[src/hdl/can_bit_timing_solver_assert.svh]
// Assertion macros shared by the bit timing solver modules.
// Each one expects a clock named clk and an active-low reset named rst_n in scope.
`ifndef CAN_BIT_TIMING_SOLVER_ASSERT_SVH
`define CAN_BIT_TIMING_SOLVER_ASSERT_SVH

// A property that is checked at every clock edge outside reset.
`define CBTS_ASSERT(label, prop, msg) \
  label: assert property (@(posedge clk) disable iff (!rst_n) (prop)) else $error(msg);

// An implication that is checked at every clock edge outside reset.
`define CBTS_ASSERT_IMP(label, ante, cons, msg) \
  label: assert property (@(posedge clk) disable iff (!rst_n) (ante) |-> (cons)) \
    else $error(msg);

`endif

[src/hdl/cbts_pkg.sv]
`default_nettype none

package cbts_pkg;

  // Search limits.
  localparam int unsigned MAX_PRESCALER = 64;
  localparam int unsigned MIN_QUANTA    = 8;
  localparam int unsigned MAX_QUANTA    = 25;

  // Bit rates selected by the rate code.
  localparam int unsigned NUM_RATES = 8;
  localparam int unsigned RATE_BPS [NUM_RATES] = '{
    10000, 20000, 50000, 125000, 250000, 500000, 800000, 1000000
  };
  localparam int unsigned MAX_RATE_BPS = 1000000;

  // Field widths of the transactions.
  localparam int unsigned RATE_CODE_W = 4;
  localparam int unsigned STATUS_W    = 2;
  localparam int unsigned PRESC_W     = 7;
  localparam int unsigned QUANTA_W    = 5;
  localparam int unsigned SEG_W       = 4;
  localparam int unsigned CLK_W       = 28;

  // Internal widths.
  localparam int unsigned RATE_IDX_W = $clog2(NUM_RATES);
  localparam int unsigned RATE_W     = $clog2(MAX_RATE_BPS + 1);
  localparam int unsigned PROD_W     = $clog2(MAX_RATE_BPS * MAX_QUANTA + 1);
  localparam int unsigned DVS_W      = $clog2(2 * MAX_PRESCALER + 1);
  localparam int unsigned DIV_CNT_W  = $clog2(CLK_W + 1);

  localparam logic [CLK_W-1:0] CLK_HZ_RESET = CLK_W'(60000000);

  typedef enum logic [STATUS_W-1:0] {
    ST_OK       = 2'd0,
    ST_BAD_CODE = 2'd1,
    ST_TOO_HIGH = 2'd2,
    ST_TOO_LOW  = 2'd3
  } status_t;

  typedef enum logic [2:0] {
    S_IDLE,
    S_DIV_START,
    S_DIV_WAIT,
    S_Q_SCAN,
    S_FINISH
  } state_t;

  typedef struct packed {
    logic              start;
    logic [CLK_W-1:0]  dividend;
    logic [DVS_W-1:0]  divisor;
  } div_req_t;

  typedef struct packed {
    logic              done;
    logic [CLK_W-1:0]  quotient;
    logic [DVS_W-1:0]  remainder;
  } div_rsp_t;

  // Bit rate of a valid code.
  function automatic logic [RATE_W-1:0] rate_bps(input logic [RATE_IDX_W-1:0] idx);
    return RATE_W'(RATE_BPS[idx]);
  endfunction

  // Quantum frequency that the largest quanta count needs at this rate.
  function automatic logic [PROD_W-1:0] rate_top_prod(input logic [RATE_IDX_W-1:0] idx);
    return PROD_W'(RATE_BPS[idx] * MAX_QUANTA);
  endfunction

  // Smallest quantum frequency that still reaches this rate.
  function automatic logic [CLK_W-1:0] rate_low_prod(input logic [RATE_IDX_W-1:0] idx);
    return CLK_W'(RATE_BPS[idx] * MIN_QUANTA);
  endfunction

  // Phase segment length, (q - 1) / 3, by reciprocal multiply (exact below 64).
  function automatic logic [SEG_W-1:0] phase_len(input logic [QUANTA_W-1:0] q);
    logic [QUANTA_W-1:0] qm1;
    logic [QUANTA_W+8:0] prod;
    qm1  = q - QUANTA_W'(1);
    prod = (QUANTA_W + 9)'(qm1) * (QUANTA_W + 9)'(171);
    return SEG_W'(prod >> 9);
  endfunction

endpackage

`default_nettype wire

[src/hdl/cbts_if.sv]
`default_nettype none

interface cbts_in_if import cbts_pkg::*; ();
  logic                   valid;
  logic                   ready;
  logic [RATE_CODE_W-1:0] rate_code;

  modport source (output valid, output rate_code, input ready);
  modport sink   (input valid, input rate_code, output ready);
endinterface

interface cbts_out_if import cbts_pkg::*; ();
  logic                valid;
  logic                ready;
  logic [STATUS_W-1:0] status;
  logic [PRESC_W-1:0]  prescaler;
  logic [QUANTA_W-1:0] quanta_per_bit;
  logic                jump_width;
  logic [SEG_W-1:0]    prop_segment;
  logic [SEG_W-1:0]    phase_segment_one;
  logic [SEG_W-1:0]    phase_segment_two;

  modport source (
    output valid, output status, output prescaler, output quanta_per_bit,
    output jump_width, output prop_segment, output phase_segment_one,
    output phase_segment_two, input ready
  );
  modport sink (
    input valid, input status, input prescaler, input quanta_per_bit,
    input jump_width, input prop_segment, input phase_segment_one,
    input phase_segment_two, output ready
  );
endinterface

`default_nettype wire

[src/hdl/cbts_divider.sv]
`default_nettype none
`include "can_bit_timing_solver_assert.svh"

// Restoring divider, one quotient bit per cycle. Quotient bits shift into
// the low end of the dividend register as its high bits are consumed.
module cbts_divider import cbts_pkg::*; (
  input  wire logic     clk,
  input  wire logic     rst_n,
  input  wire div_req_t req,
  output div_rsp_t      rsp
);

  logic                 busy_r;
  logic                 done_r;
  logic [DIV_CNT_W-1:0] cnt_r;
  logic [CLK_W-1:0]     dvd_r;
  logic [DVS_W-1:0]     rem_r;
  logic [DVS_W-1:0]     divisor_r;

  logic [DVS_W:0]       trial;
  logic                 fits;
  logic [DVS_W-1:0]     step_rem;

  always_comb begin
    trial    = {rem_r, dvd_r[CLK_W-1]};
    fits     = trial >= {1'b0, divisor_r};
    step_rem = fits ? DVS_W'(trial - {1'b0, divisor_r}) : DVS_W'(trial);
  end

  always_ff @(posedge clk) begin
    if (!rst_n) begin
      busy_r <= 1'b0;
      done_r <= 1'b0;
      cnt_r  <= '0;
    end else begin
      done_r <= 1'b0;
      if (req.start) begin
        busy_r <= 1'b1;
        cnt_r  <= DIV_CNT_W'(CLK_W);
      end else if (busy_r) begin
        cnt_r <= cnt_r - DIV_CNT_W'(1);
        if (cnt_r == DIV_CNT_W'(1)) begin
          busy_r <= 1'b0;
          done_r <= 1'b1;
        end
      end
    end
  end

  always_ff @(posedge clk) begin
    if (req.start) begin
      dvd_r     <= req.dividend;
      rem_r     <= '0;
      divisor_r <= req.divisor;
    end else if (busy_r) begin
      dvd_r <= {dvd_r[CLK_W-2:0], fits};
      rem_r <= step_rem;
    end
  end

  assign rsp.done      = done_r;
  assign rsp.quotient  = dvd_r;
  assign rsp.remainder = rem_r;

  `CBTS_ASSERT_IMP(a_div_no_restart, req.start, !busy_r, "divider restarted while busy")
  `CBTS_ASSERT_IMP(a_div_rem_range, done_r, rem_r < divisor_r, "remainder not below divisor")
  `CBTS_ASSERT_IMP(a_div_done_idle, done_r, !busy_r, "divider done while still busy")

endmodule

`default_nettype wire

[src/hdl/can_bit_timing_solver.sv]
`default_nettype none
`include "can_bit_timing_solver_assert.svh"

// CAN bit timing solver. Each input transaction carries a rate code (0..7 for
// 10k, 20k, 50k, 125k, 250k, 500k, 800k and 1M bit/s) and yields exactly one
// result transaction holding a status, the baud prescaler, the quanta per bit,
// the jump width and the three segment lengths. The prescaler search runs from
// 1 up to 64; a prescaler p is usable when the system clock divides evenly by
// 2p, giving a quantum frequency of clock / (2p). For each usable prescaler
// the quanta count is scanned from 25 down to 8 for an exact hit, so the first
// hit has the lowest prescaler and then the highest quanta count. Status is
// ok, bad code (codes 8..15), rate too high (decided at prescaler 1 only) or
// rate too low (no exact hit); when it is not ok all other fields are zero.
// The system clock register is written through cfg_we/cfg_wdata and resets to
// 60 MHz; write it only while no transaction is in flight. Every prescaler
// runs the bit-serial divider (one bit of the 28-bit clock per cycle), and a
// usable one that is not too high also a scan of up to 18 quanta counts; a bad
// code goes straight to the finish state. The input is not ready during a
// search, but a new transaction is taken while a finished result still waits
// in the output register.
module can_bit_timing_solver import cbts_pkg::*; (
  input  wire logic             clk,
  input  wire logic             rst_n,
  input  wire logic             cfg_we,
  input  wire logic [CLK_W-1:0] cfg_wdata,
  cbts_in_if.sink               in_ch,
  cbts_out_if.source            out_ch
);

  localparam int unsigned P_W = $clog2(MAX_PRESCALER + 1);
  localparam int unsigned Q_W = $clog2(MAX_QUANTA + 1);

  // Configuration register.
  logic [CLK_W-1:0] clk_hz_r;

  always_ff @(posedge clk) begin
    if (!rst_n) begin
      clk_hz_r <= CLK_HZ_RESET;
    end else if (cfg_we) begin
      clk_hz_r <= cfg_wdata;
    end
  end

  // Sequencer and search registers.
  state_t                state_r, state_nxt;
  logic [RATE_IDX_W-1:0] code_r;
  logic [RATE_W-1:0]     bit_r;
  logic [P_W-1:0]        p_r;
  logic [Q_W-1:0]        q_r;
  logic [PROD_W-1:0]     prod_r;
  logic [CLK_W-1:0]      tq_r;
  status_t               res_status_r;
  logic [P_W-1:0]        res_p_r;
  logic [Q_W-1:0]        res_q_r;

  // Output register.
  logic                  out_valid_r;
  logic [STATUS_W-1:0]   out_status_r;
  logic [PRESC_W-1:0]    out_presc_r;
  logic [QUANTA_W-1:0]   out_quanta_r;
  logic                  out_sjw_r;
  logic [SEG_W-1:0]      out_prop_r;
  logic [SEG_W-1:0]      out_phase_r;

  div_req_t div_req;
  div_rsp_t div_rsp;

  cbts_divider u_div (
    .clk   (clk),
    .rst_n (rst_n),
    .req   (div_req),
    .rsp   (div_rsp)
  );

  // Status of the search step in this cycle.
  logic in_fire;
  logic code_bad;
  logic out_free;
  logic div_uneven;
  logic too_high;
  logic q_hit;
  logic last_q;
  logic last_p;

  always_comb begin
    in_fire    = in_ch.valid && in_ch.ready;
    code_bad   = in_ch.rate_code >= RATE_CODE_W'(NUM_RATES);
    out_free   = !out_valid_r || out_ch.ready;
    div_uneven = div_rsp.remainder != '0;
    too_high   = (p_r == P_W'(1)) && (div_rsp.quotient < rate_low_prod(code_r));
    q_hit      = CLK_W'(prod_r) == tq_r;
    last_q     = q_r == Q_W'(MIN_QUANTA);
    last_p     = p_r == P_W'(MAX_PRESCALER);
  end

  // Next state.
  always_comb begin
    state_nxt = state_r;
    unique case (state_r)
      S_IDLE: begin
        if (in_fire) begin
          state_nxt = code_bad ? S_FINISH : S_DIV_START;
        end
      end
      S_DIV_START: begin
        state_nxt = S_DIV_WAIT;
      end
      S_DIV_WAIT: begin
        priority if (!div_rsp.done) begin
          state_nxt = S_DIV_WAIT;
        end else if (div_uneven) begin
          state_nxt = last_p ? S_FINISH : S_DIV_START;
        end else if (too_high) begin
          state_nxt = S_FINISH;
        end else begin
          state_nxt = S_Q_SCAN;
        end
      end
      S_Q_SCAN: begin
        priority if (q_hit) begin
          state_nxt = S_FINISH;
        end else if (last_q) begin
          state_nxt = last_p ? S_FINISH : S_DIV_START;
        end else begin
          state_nxt = S_Q_SCAN;
        end
      end
      S_FINISH: begin
        if (out_free) begin
          state_nxt = S_IDLE;
        end
      end
      default: state_nxt = S_IDLE;
    endcase
  end

  // Control strobes.
  logic    take_item;
  logic    p_inc;
  logic    scan_init;
  logic    scan_step;
  logic    res_set;
  status_t res_status;
  logic    out_load;

  always_comb begin
    in_ch.ready      = 1'b0;
    div_req.start    = 1'b0;
    div_req.dividend = clk_hz_r;
    div_req.divisor  = DVS_W'({p_r, 1'b0});
    take_item        = 1'b0;
    p_inc            = 1'b0;
    scan_init        = 1'b0;
    scan_step        = 1'b0;
    res_set          = 1'b0;
    res_status       = ST_OK;
    out_load         = 1'b0;
    unique case (state_r)
      S_IDLE: begin
        in_ch.ready = 1'b1;
        take_item   = in_fire;
        if (in_fire && code_bad) begin
          res_set    = 1'b1;
          res_status = ST_BAD_CODE;
        end
      end
      S_DIV_START: begin
        div_req.start = 1'b1;
      end
      S_DIV_WAIT: begin
        if (div_rsp.done) begin
          priority if (div_uneven) begin
            if (last_p) begin
              res_set    = 1'b1;
              res_status = ST_TOO_LOW;
            end else begin
              p_inc = 1'b1;
            end
          end else if (too_high) begin
            res_set    = 1'b1;
            res_status = ST_TOO_HIGH;
          end else begin
            scan_init = 1'b1;
          end
        end
      end
      S_Q_SCAN: begin
        priority if (q_hit) begin
          res_set    = 1'b1;
          res_status = ST_OK;
        end else if (last_q) begin
          if (last_p) begin
            res_set    = 1'b1;
            res_status = ST_TOO_LOW;
          end else begin
            p_inc = 1'b1;
          end
        end else begin
          scan_step = 1'b1;
        end
      end
      S_FINISH: begin
        out_load = out_free;
      end
      default: begin
      end
    endcase
  end

  always_ff @(posedge clk) begin
    if (!rst_n) begin
      state_r <= S_IDLE;
    end else begin
      state_r <= state_nxt;
    end
  end

  // Search datapath. The quanta scan keeps prod_r equal to bit rate times
  // quanta count, so an exact hit is a plain compare with the quantum frequency.
  always_ff @(posedge clk) begin
    if (take_item) begin
      code_r <= in_ch.rate_code[RATE_IDX_W-1:0];
      bit_r  <= rate_bps(in_ch.rate_code[RATE_IDX_W-1:0]);
      p_r    <= P_W'(1);
    end else if (p_inc) begin
      p_r <= p_r + P_W'(1);
    end
    if (scan_init) begin
      q_r    <= Q_W'(MAX_QUANTA);
      prod_r <= rate_top_prod(code_r);
      tq_r   <= div_rsp.quotient;
    end else if (scan_step) begin
      q_r    <= q_r - Q_W'(1);
      prod_r <= prod_r - PROD_W'(bit_r);
    end
    if (res_set) begin
      res_status_r <= res_status;
      res_p_r      <= (res_status == ST_OK) ? p_r : '0;
      res_q_r      <= (res_status == ST_OK) ? q_r : '0;
    end
  end

  // Result register. A failed search clears every field except the status.
  always_ff @(posedge clk) begin
    if (!rst_n) begin
      out_valid_r <= 1'b0;
    end else if (out_load) begin
      out_valid_r <= 1'b1;
    end else if (out_ch.ready) begin
      out_valid_r <= 1'b0;
    end
  end

  always_ff @(posedge clk) begin
    if (out_load) begin
      out_status_r <= res_status_r;
      out_presc_r  <= PRESC_W'(res_p_r);
      out_quanta_r <= QUANTA_W'(res_q_r);
      if (res_status_r == ST_OK) begin
        out_sjw_r   <= 1'b1;
        out_phase_r <= phase_len(QUANTA_W'(res_q_r));
        out_prop_r  <= SEG_W'(QUANTA_W'(res_q_r) - QUANTA_W'(1)
                       - {phase_len(QUANTA_W'(res_q_r)), 1'b0});
      end else begin
        out_sjw_r   <= 1'b0;
        out_phase_r <= '0;
        out_prop_r  <= '0;
      end
    end
  end

  assign out_ch.valid             = out_valid_r;
  assign out_ch.status            = out_status_r;
  assign out_ch.prescaler         = out_presc_r;
  assign out_ch.quanta_per_bit    = out_quanta_r;
  assign out_ch.jump_width        = out_sjw_r;
  assign out_ch.prop_segment      = out_prop_r;
  assign out_ch.phase_segment_one = out_phase_r;
  assign out_ch.phase_segment_two = out_phase_r;

  `CBTS_ASSERT_IMP(a_scan_product, state_r == S_Q_SCAN,
                   prod_r == PROD_W'(bit_r) * PROD_W'(q_r), "scan product out of step")
  `CBTS_ASSERT_IMP(a_search_p_range,
                   state_r == S_DIV_START || state_r == S_DIV_WAIT || state_r == S_Q_SCAN,
                   p_r >= P_W'(1) && p_r <= P_W'(MAX_PRESCALER), "prescaler out of range")
  `CBTS_ASSERT_IMP(a_ok_fields, out_valid_r && out_status_r == ST_OK,
                   out_presc_r != '0 && out_quanta_r >= QUANTA_W'(MIN_QUANTA)
                   && out_quanta_r <= QUANTA_W'(MAX_QUANTA) && out_sjw_r,
                   "ok result with bad timing fields")
  `CBTS_ASSERT_IMP(a_fail_fields, out_valid_r && out_status_r != ST_OK,
                   out_presc_r == '0 && out_quanta_r == '0 && !out_sjw_r
                   && out_prop_r == '0 && out_phase_r == '0,
                   "failed result with nonzero fields")

endmodule

`default_nettype wire

[src/flat_wrapper.sv]
// flat-port wrapper written by rule: the top's interface ports become plain ports
module can_bit_timing_solver_flat import cbts_pkg::*;
  (clk, rst_n, cfg_we, cfg_wdata, in_ch_valid, in_ch_rate_code, in_ch_ready, out_ch_valid, out_ch_status, out_ch_prescaler, out_ch_quanta_per_bit, out_ch_jump_width, out_ch_prop_segment, out_ch_phase_segment_one, out_ch_phase_segment_two, out_ch_ready);
  cbts_in_if in_ch_i ();
  cbts_out_if out_ch_i ();
  input  wire logic clk;
  input  wire logic rst_n;
  input  wire logic cfg_we;
  input  wire logic [CLK_W-1:0] cfg_wdata;
  input wire logic [$bits(in_ch_i.valid)-1:0] in_ch_valid;
  input wire logic [$bits(in_ch_i.rate_code)-1:0] in_ch_rate_code;
  output wire logic [$bits(in_ch_i.ready)-1:0] in_ch_ready;
  output wire logic [$bits(out_ch_i.valid)-1:0] out_ch_valid;
  output wire logic [$bits(out_ch_i.status)-1:0] out_ch_status;
  output wire logic [$bits(out_ch_i.prescaler)-1:0] out_ch_prescaler;
  output wire logic [$bits(out_ch_i.quanta_per_bit)-1:0] out_ch_quanta_per_bit;
  output wire logic [$bits(out_ch_i.jump_width)-1:0] out_ch_jump_width;
  output wire logic [$bits(out_ch_i.prop_segment)-1:0] out_ch_prop_segment;
  output wire logic [$bits(out_ch_i.phase_segment_one)-1:0] out_ch_phase_segment_one;
  output wire logic [$bits(out_ch_i.phase_segment_two)-1:0] out_ch_phase_segment_two;
  input wire logic [$bits(out_ch_i.ready)-1:0] out_ch_ready;
  assign in_ch_i.valid = in_ch_valid;
  assign in_ch_i.rate_code = in_ch_rate_code;
  assign in_ch_ready = in_ch_i.ready;
  assign out_ch_valid = out_ch_i.valid;
  assign out_ch_status = out_ch_i.status;
  assign out_ch_prescaler = out_ch_i.prescaler;
  assign out_ch_quanta_per_bit = out_ch_i.quanta_per_bit;
  assign out_ch_jump_width = out_ch_i.jump_width;
  assign out_ch_prop_segment = out_ch_i.prop_segment;
  assign out_ch_phase_segment_one = out_ch_i.phase_segment_one;
  assign out_ch_phase_segment_two = out_ch_i.phase_segment_two;
  assign out_ch_i.ready = out_ch_ready;
  can_bit_timing_solver u_core (.clk(clk), .rst_n(rst_n), .cfg_we(cfg_we), .cfg_wdata(cfg_wdata), .in_ch(in_ch_i), .out_ch(out_ch_i));
endmodule
[config.mk]
export PLATFORM = sky130hd
export DESIGN_NAME = can_bit_timing_solver_flat
export DESIGN_NICKNAME = d
export VERILOG_FILES = /design/src/hdl/cbts_pkg.sv /design/src/hdl/cbts_if.sv /design/src/hdl/cbts_divider.sv /design/src/hdl/can_bit_timing_solver.sv /design/src/flat_wrapper.sv
export VERILOG_INCLUDE_DIRS = /design/src /design/src/hdl
export SDC_FILE = /design/constraint.sdc
export NUM_CORES = 1
export LEC_CHECK = 0
export ABC_AREA = 0
export BUFFER_PORTS_ARGS = -buffer_cell sky130_fd_sc_hd__buf_4
export CAP_MARGIN = 20
export CORE_ASPECT_RATIO = 1.1
export CORE_MARGIN = 4
export CORE_UTILIZATION = 50
export CTS_CLUSTER_DIAMETER = 40
export DETAILED_ROUTE_END_ITERATION = 16
export GPL_ROUTABILITY_DRIVEN = 0
export PLACE_DENSITY = 0.67
export SLEW_MARGIN = 25
export SYNTH_ARGS = -nofsm -noshare
export SYNTH_HDL_FRONTEND = slang
export SYNTH_SLANG_ARGS = --single-unit
[constraint.sdc]
create_clock -name clk -period 6.2 [get_ports clk]
set_input_delay 0.62 -clock clk [delete_from_list [all_inputs] [get_ports clk]]
set_output_delay 0.62 -clock clk [all_outputs]
set_load 0.05 [all_outputs]
==> results.sh <==
export IMPL_synth_seq_cells=201
export IMPL_met2_usage_pct=31.8
export IMPL_syn_inst=1129
export IMPL_ir_worst_vdd_v=0.000238
export IMPL_antenna_found_initial=0
export IMPL_register_area_mm2=0.00545
export IMPL_die_area_mm2=0.0262
export IMPL_setup_violations=0
export IMPL_fillers=2000
export IMPL_synthesis_area_mm2=0.0119
export IMPL_period_minus_slack_ps=4960
export IMPL_start_util_pct=51.4
export IMPL_synth_edf_count=142
export IMPL_setup_tns_ps=0
export IMPL_synth_area_top_cells="edfxtp_1 (36%), ha_1 (13%), dfxtp_1 (10%)"
export IMPL_ant_nets=0
export IMPL_status="finished, final reports clean"
export IMPL_drt_pass1_iterations=5
export IMPL_clock_path_buffers=3
export IMPL_ctsHtreeMaxLevel=1
export IMPL_grt_use_met1_pct=26.3
export IMPL_r2r_start="u_core.code_r[1]"
export IMPL_slowest_stage="edfxtp_1"
export IMPL_worst_pin_slew_ps=973
export IMPL_hold_slack_ps=278
export IMPL_rows=58
export IMPL_finalCritPeriodShare_pct=80.0
export IMPL_grt_ovfl_total=0
export IMPL_path_delay_family="adder cells"
export IMPL_core_area_mm2=0.0231
export IMPL_syn_area_per_cell_um2=10.5
export IMPL_skew_ps=21.5
export IMPL_rsz0062_at_grt="false"
export IMPL_clk_insertion_delay_late_ps=560
export IMPL_clockRootBuffer="clkbuf_16"
export IMPL_netlist_area_leader_share_pct=36.0
export IMPL_crit_arrival_ps=5240
export IMPL_grt_pass1_wl_mm=41.0
export IMPL_drc_errors=0
export IMPL_finalHoldViolCount=0
export IMPL_finalMaxSlewViolations=0
export IMPL_vias_per_cell=5.27
export IMPL_io_buffers=65
export IMPL_cts_resized=0
export IMPL_synth_top_area_cell="edfxtp_1"
export IMPL_synthFlopType="edfxtp_1"
export IMPL_crit_path_end_kind="flip-flop"
export IMPL_drive_gt1_share_pct=11.7
export IMPL_cp_cell_sequence="inv_1, ha_1, nand2_1, inv_1, nor2_1, inv_1, ha_1, ha_1, inv_1, fa_1, inv_1, ha_1, a21oi_1, o211ai_1, o41a_1, a221o_1, a31oi_1, o21ai_0, xnor2_1, mux2i_1"
export IMPL_die_x_um=155
export IMPL_busiest_layer="met2"
export IMPL_critPathMostFrequentCell="inv_1"
export IMPL_multi_input_area_mm2=0.00582
export IMPL_post_cts_buffers=0
export IMPL_vias=8020
export IMPL_required_ps=6480
export IMPL_cts_hold_buf=0
export IMPL_maxCapViolations=0
export IMPL_detailed_place_hpwl_mm=18.5
export IMPL_whs_path_depth=3
export IMPL_crit_buf_inv=5
export IMPL_grt_pass1_vias=8123
export IMPL_ys_seq_area_share_pct=45.9
export IMPL_p_leak_nw=6.00
export IMPL_max_freq_mhz=202
export IMPL_cp_max_fo=10
export IMPL_initialDrtViolationCount=353
export IMPL_yosysWarnings=0
export IMPL_grt_use_met3_pct=2.88
export IMPL_cts_tree="done"
export IMPL_diodes=0
export IMPL_syn_num_nets=1308
export IMPL_top_level_ports=66
export IMPL_startpoint_type="flip-flop"
export IMPL_drt_total_wl_mm=24.4
export IMPL_synthArstFlopShare_pct=0
export IMPL_worst_r2r_cell_count=20
export IMPL_p_per_area_mw_per_mm2=338
export IMPL_cts_made_buffers=30
export IMPL_slowest_delay_ps=560
export IMPL_layout_nets=1376
export IMPL_clock_sinks=201
export IMPL_path_clk_slew_ps=60
export IMPL_wl_per_cell_um=16.0
export IMPL_grt_max_degree=41
export IMPL_hp_class="in2reg"
export IMPL_min_from="cfg_wdata[23]"
export IMPL_critical_path_class="reg2reg"
export IMPL_r2r_slack_ps=1240
export IMPL_grt_total_usage_pct=19.0
export IMPL_min_to="u_core.clk_hz_r[23]"
export IMPL_slew_headroom_pct=35.0
export IMPL_yosysUniqueCellTypes=74
export IMPL_syn2layout_area_growth_pct=14.9
export IMPL_die_y_um=169
export IMPL_r2r_end="u_core.prod_r[23]"
[Yosys cell counts, types with 3 or more instances]
| master | instances |
|---|---|
| o21a_1 | 8 |
| o21bai_1 | 7 |
| o21ai_1 | 3 |
| nor2b_1 | 30 |
| fa_1 | 17 |
| ha_1 | 125 |
| a211oi_1 | 10 |
| o21ai_0 | 33 |
| edfxtp_1 | 142 |
| and3_1 | 5 |
| a21boi_0 | 7 |
| nand2_1 | 136 |
| o31ai_1 | 3 |
| o311ai_0 | 4 |
| inv_1 | 119 |
| nand3b_1 | 3 |
| dfxtp_1 | 59 |
| a21oi_1 | 41 |
| xnor2_1 | 36 |
| nor2_1 | 63 |
| nand3_1 | 10 |
| nor3_1 | 15 |
| or3_1 | 7 |
| buf_4 | 4 |
| clkbuf_1 | 27 |
| a21o_1 | 18 |
| nand2b_1 | 12 |
| xor2_1 | 44 |
| and2_1 | 14 |
| nor4_1 | 15 |
| mux2i_1 | 39 |
| o211ai_1 | 5 |
| a31oi_1 | 6 |
| nand4_1 | 8 |
| o311ai_1 | 3 |
[logic make-up after synthesis]
logic type,after synthesis,synth area share (%)
AOI/OAI and AO/OA,174,10.0
xor gates and xnor gates,80,5.91
adders and majority gates,142,16.1
buffers and inverters,155,5.04
DFF,201,45.9
muxes,42,3.58
other,1,0.0316
and+or+nand+nor,334,13.4
[worst reg2reg max path: cells and delay by family (launching register included)]
kind / cells / cell delay (ps)
flops: 1 / 560
fa+ha+maj: 5 / 1570
compound gates: 6 / 1440
xor+xnor: 1 / 140
simple gates: 2 / 410
buf+inv: 5 / 470
mux: 1 / 80
[worst max path at each step]
stage                      startpoint                             to  slack, ps  cells after the start
CTS                  u_core.code_r[1]              u_core.prod_r[23]       1310                     20
global route         u_core.code_r[1]              u_core.prod_r[23]        930                     20
finish               u_core.code_r[1]              u_core.prod_r[23]       1240                     20
floorplan           u_core.res_q_r[0]  u_core.out_ch.prop_segment[3]       1750                     20
global placement     u_core.code_r[1]              u_core.prod_r[23]       1440                     20
detailed placement   u_core.code_r[1]              u_core.prod_r[23]       1320                     20
[metrics by stage]
step	setup WS [ps]	std cells	power, mW	instance area (um^2)	util, %
floorplan	1750	1129	2.68	11900	-
global placement	1440	1465	2.96	12600	54.7
detailed placement	1320	1465	2.99	12600	54.7
CTS	1310	1521	4.66	13600	59.0
global route	930	1521	4.90	13600	59.0
finish	1240	1521	4.61	13600	59.0
[where the power goes]
| part | internal, mW | switching [mW] |
|---|---|---|
| sequential | 1.58 | 0.0957 |
| combinational | 0.561 | 0.729 |
| clock | 0.984 | 0.657 |
[placed cells by master, fill, tap and decap left out, types with 4 or more instances in the layout]
cell,synthesis,layout
clkbuf_1,27,4
o21a_1,8,8
fa_1,17,17
a21oi_1,41,41
inv_6,0,7
and2_1,14,14
o211ai_1,5,5
o311ai_0,4,4
nor2_1,63,63
and3_1,5,5
nand3_1,10,10
o21bai_1,7,7
nor2b_1,30,30
a31oi_1,6,6
ha_1,125,125
clkbuf_16,0,30
nand4_1,8,8
edfxtp_1,142,142
a21o_1,18,18
xnor2_1,36,36
o21ai_0,33,33
a211oi_1,10,10
xor2_1,44,44
mux2i_1,39,39
nand2_1,136,135
dfxtp_1,59,59
or3_1,7,7
nor4_1,15,14
a21boi_0,7,7
inv_1,119,119
buf_4,4,69
nand2b_1,12,12
nor3_1,15,15
[registers in the layout, summed over array words and instances (netlist names), 7 cells and up]
register / cells
u_core.bit_r: 17
u_core.clk_hz_r: 28
u_core.out_ch.prescaler: 7
u_core.p_r: 7
u_core.prod_r: 22
u_core.res_p_r: 7
u_core.tq_r: 28
u_core.u_div.divisor_r: 7
u_core.u_div.dvd_r: 28
u_core.u_div.rem_r: 8
[final cells by class]
class | instances | share of cell area, %
Multi-Input combinational cell | 773 | 42.7
Sequential cell | 201 | 40.0
Clock buffer | 36 | 5.82
Timing Repair Buffer | 69 | 3.80
Inverter | 122 | 3.36
Tap cell | 300 | 2.76
Clock inverter | 20 | 1.55
[layer usage]
| layer | part of all wire (%) | up-vias |
|---|---|---|
| met1 | 47 | 3755 |
| met2 | 47 | 150 |
| met4 | 1.8 | 0 |
| met5 | 0 | - |
| met3 | 4.1 | 34 |
| li1 | - | 4081 |
Power figures use the tool's default switching activity.
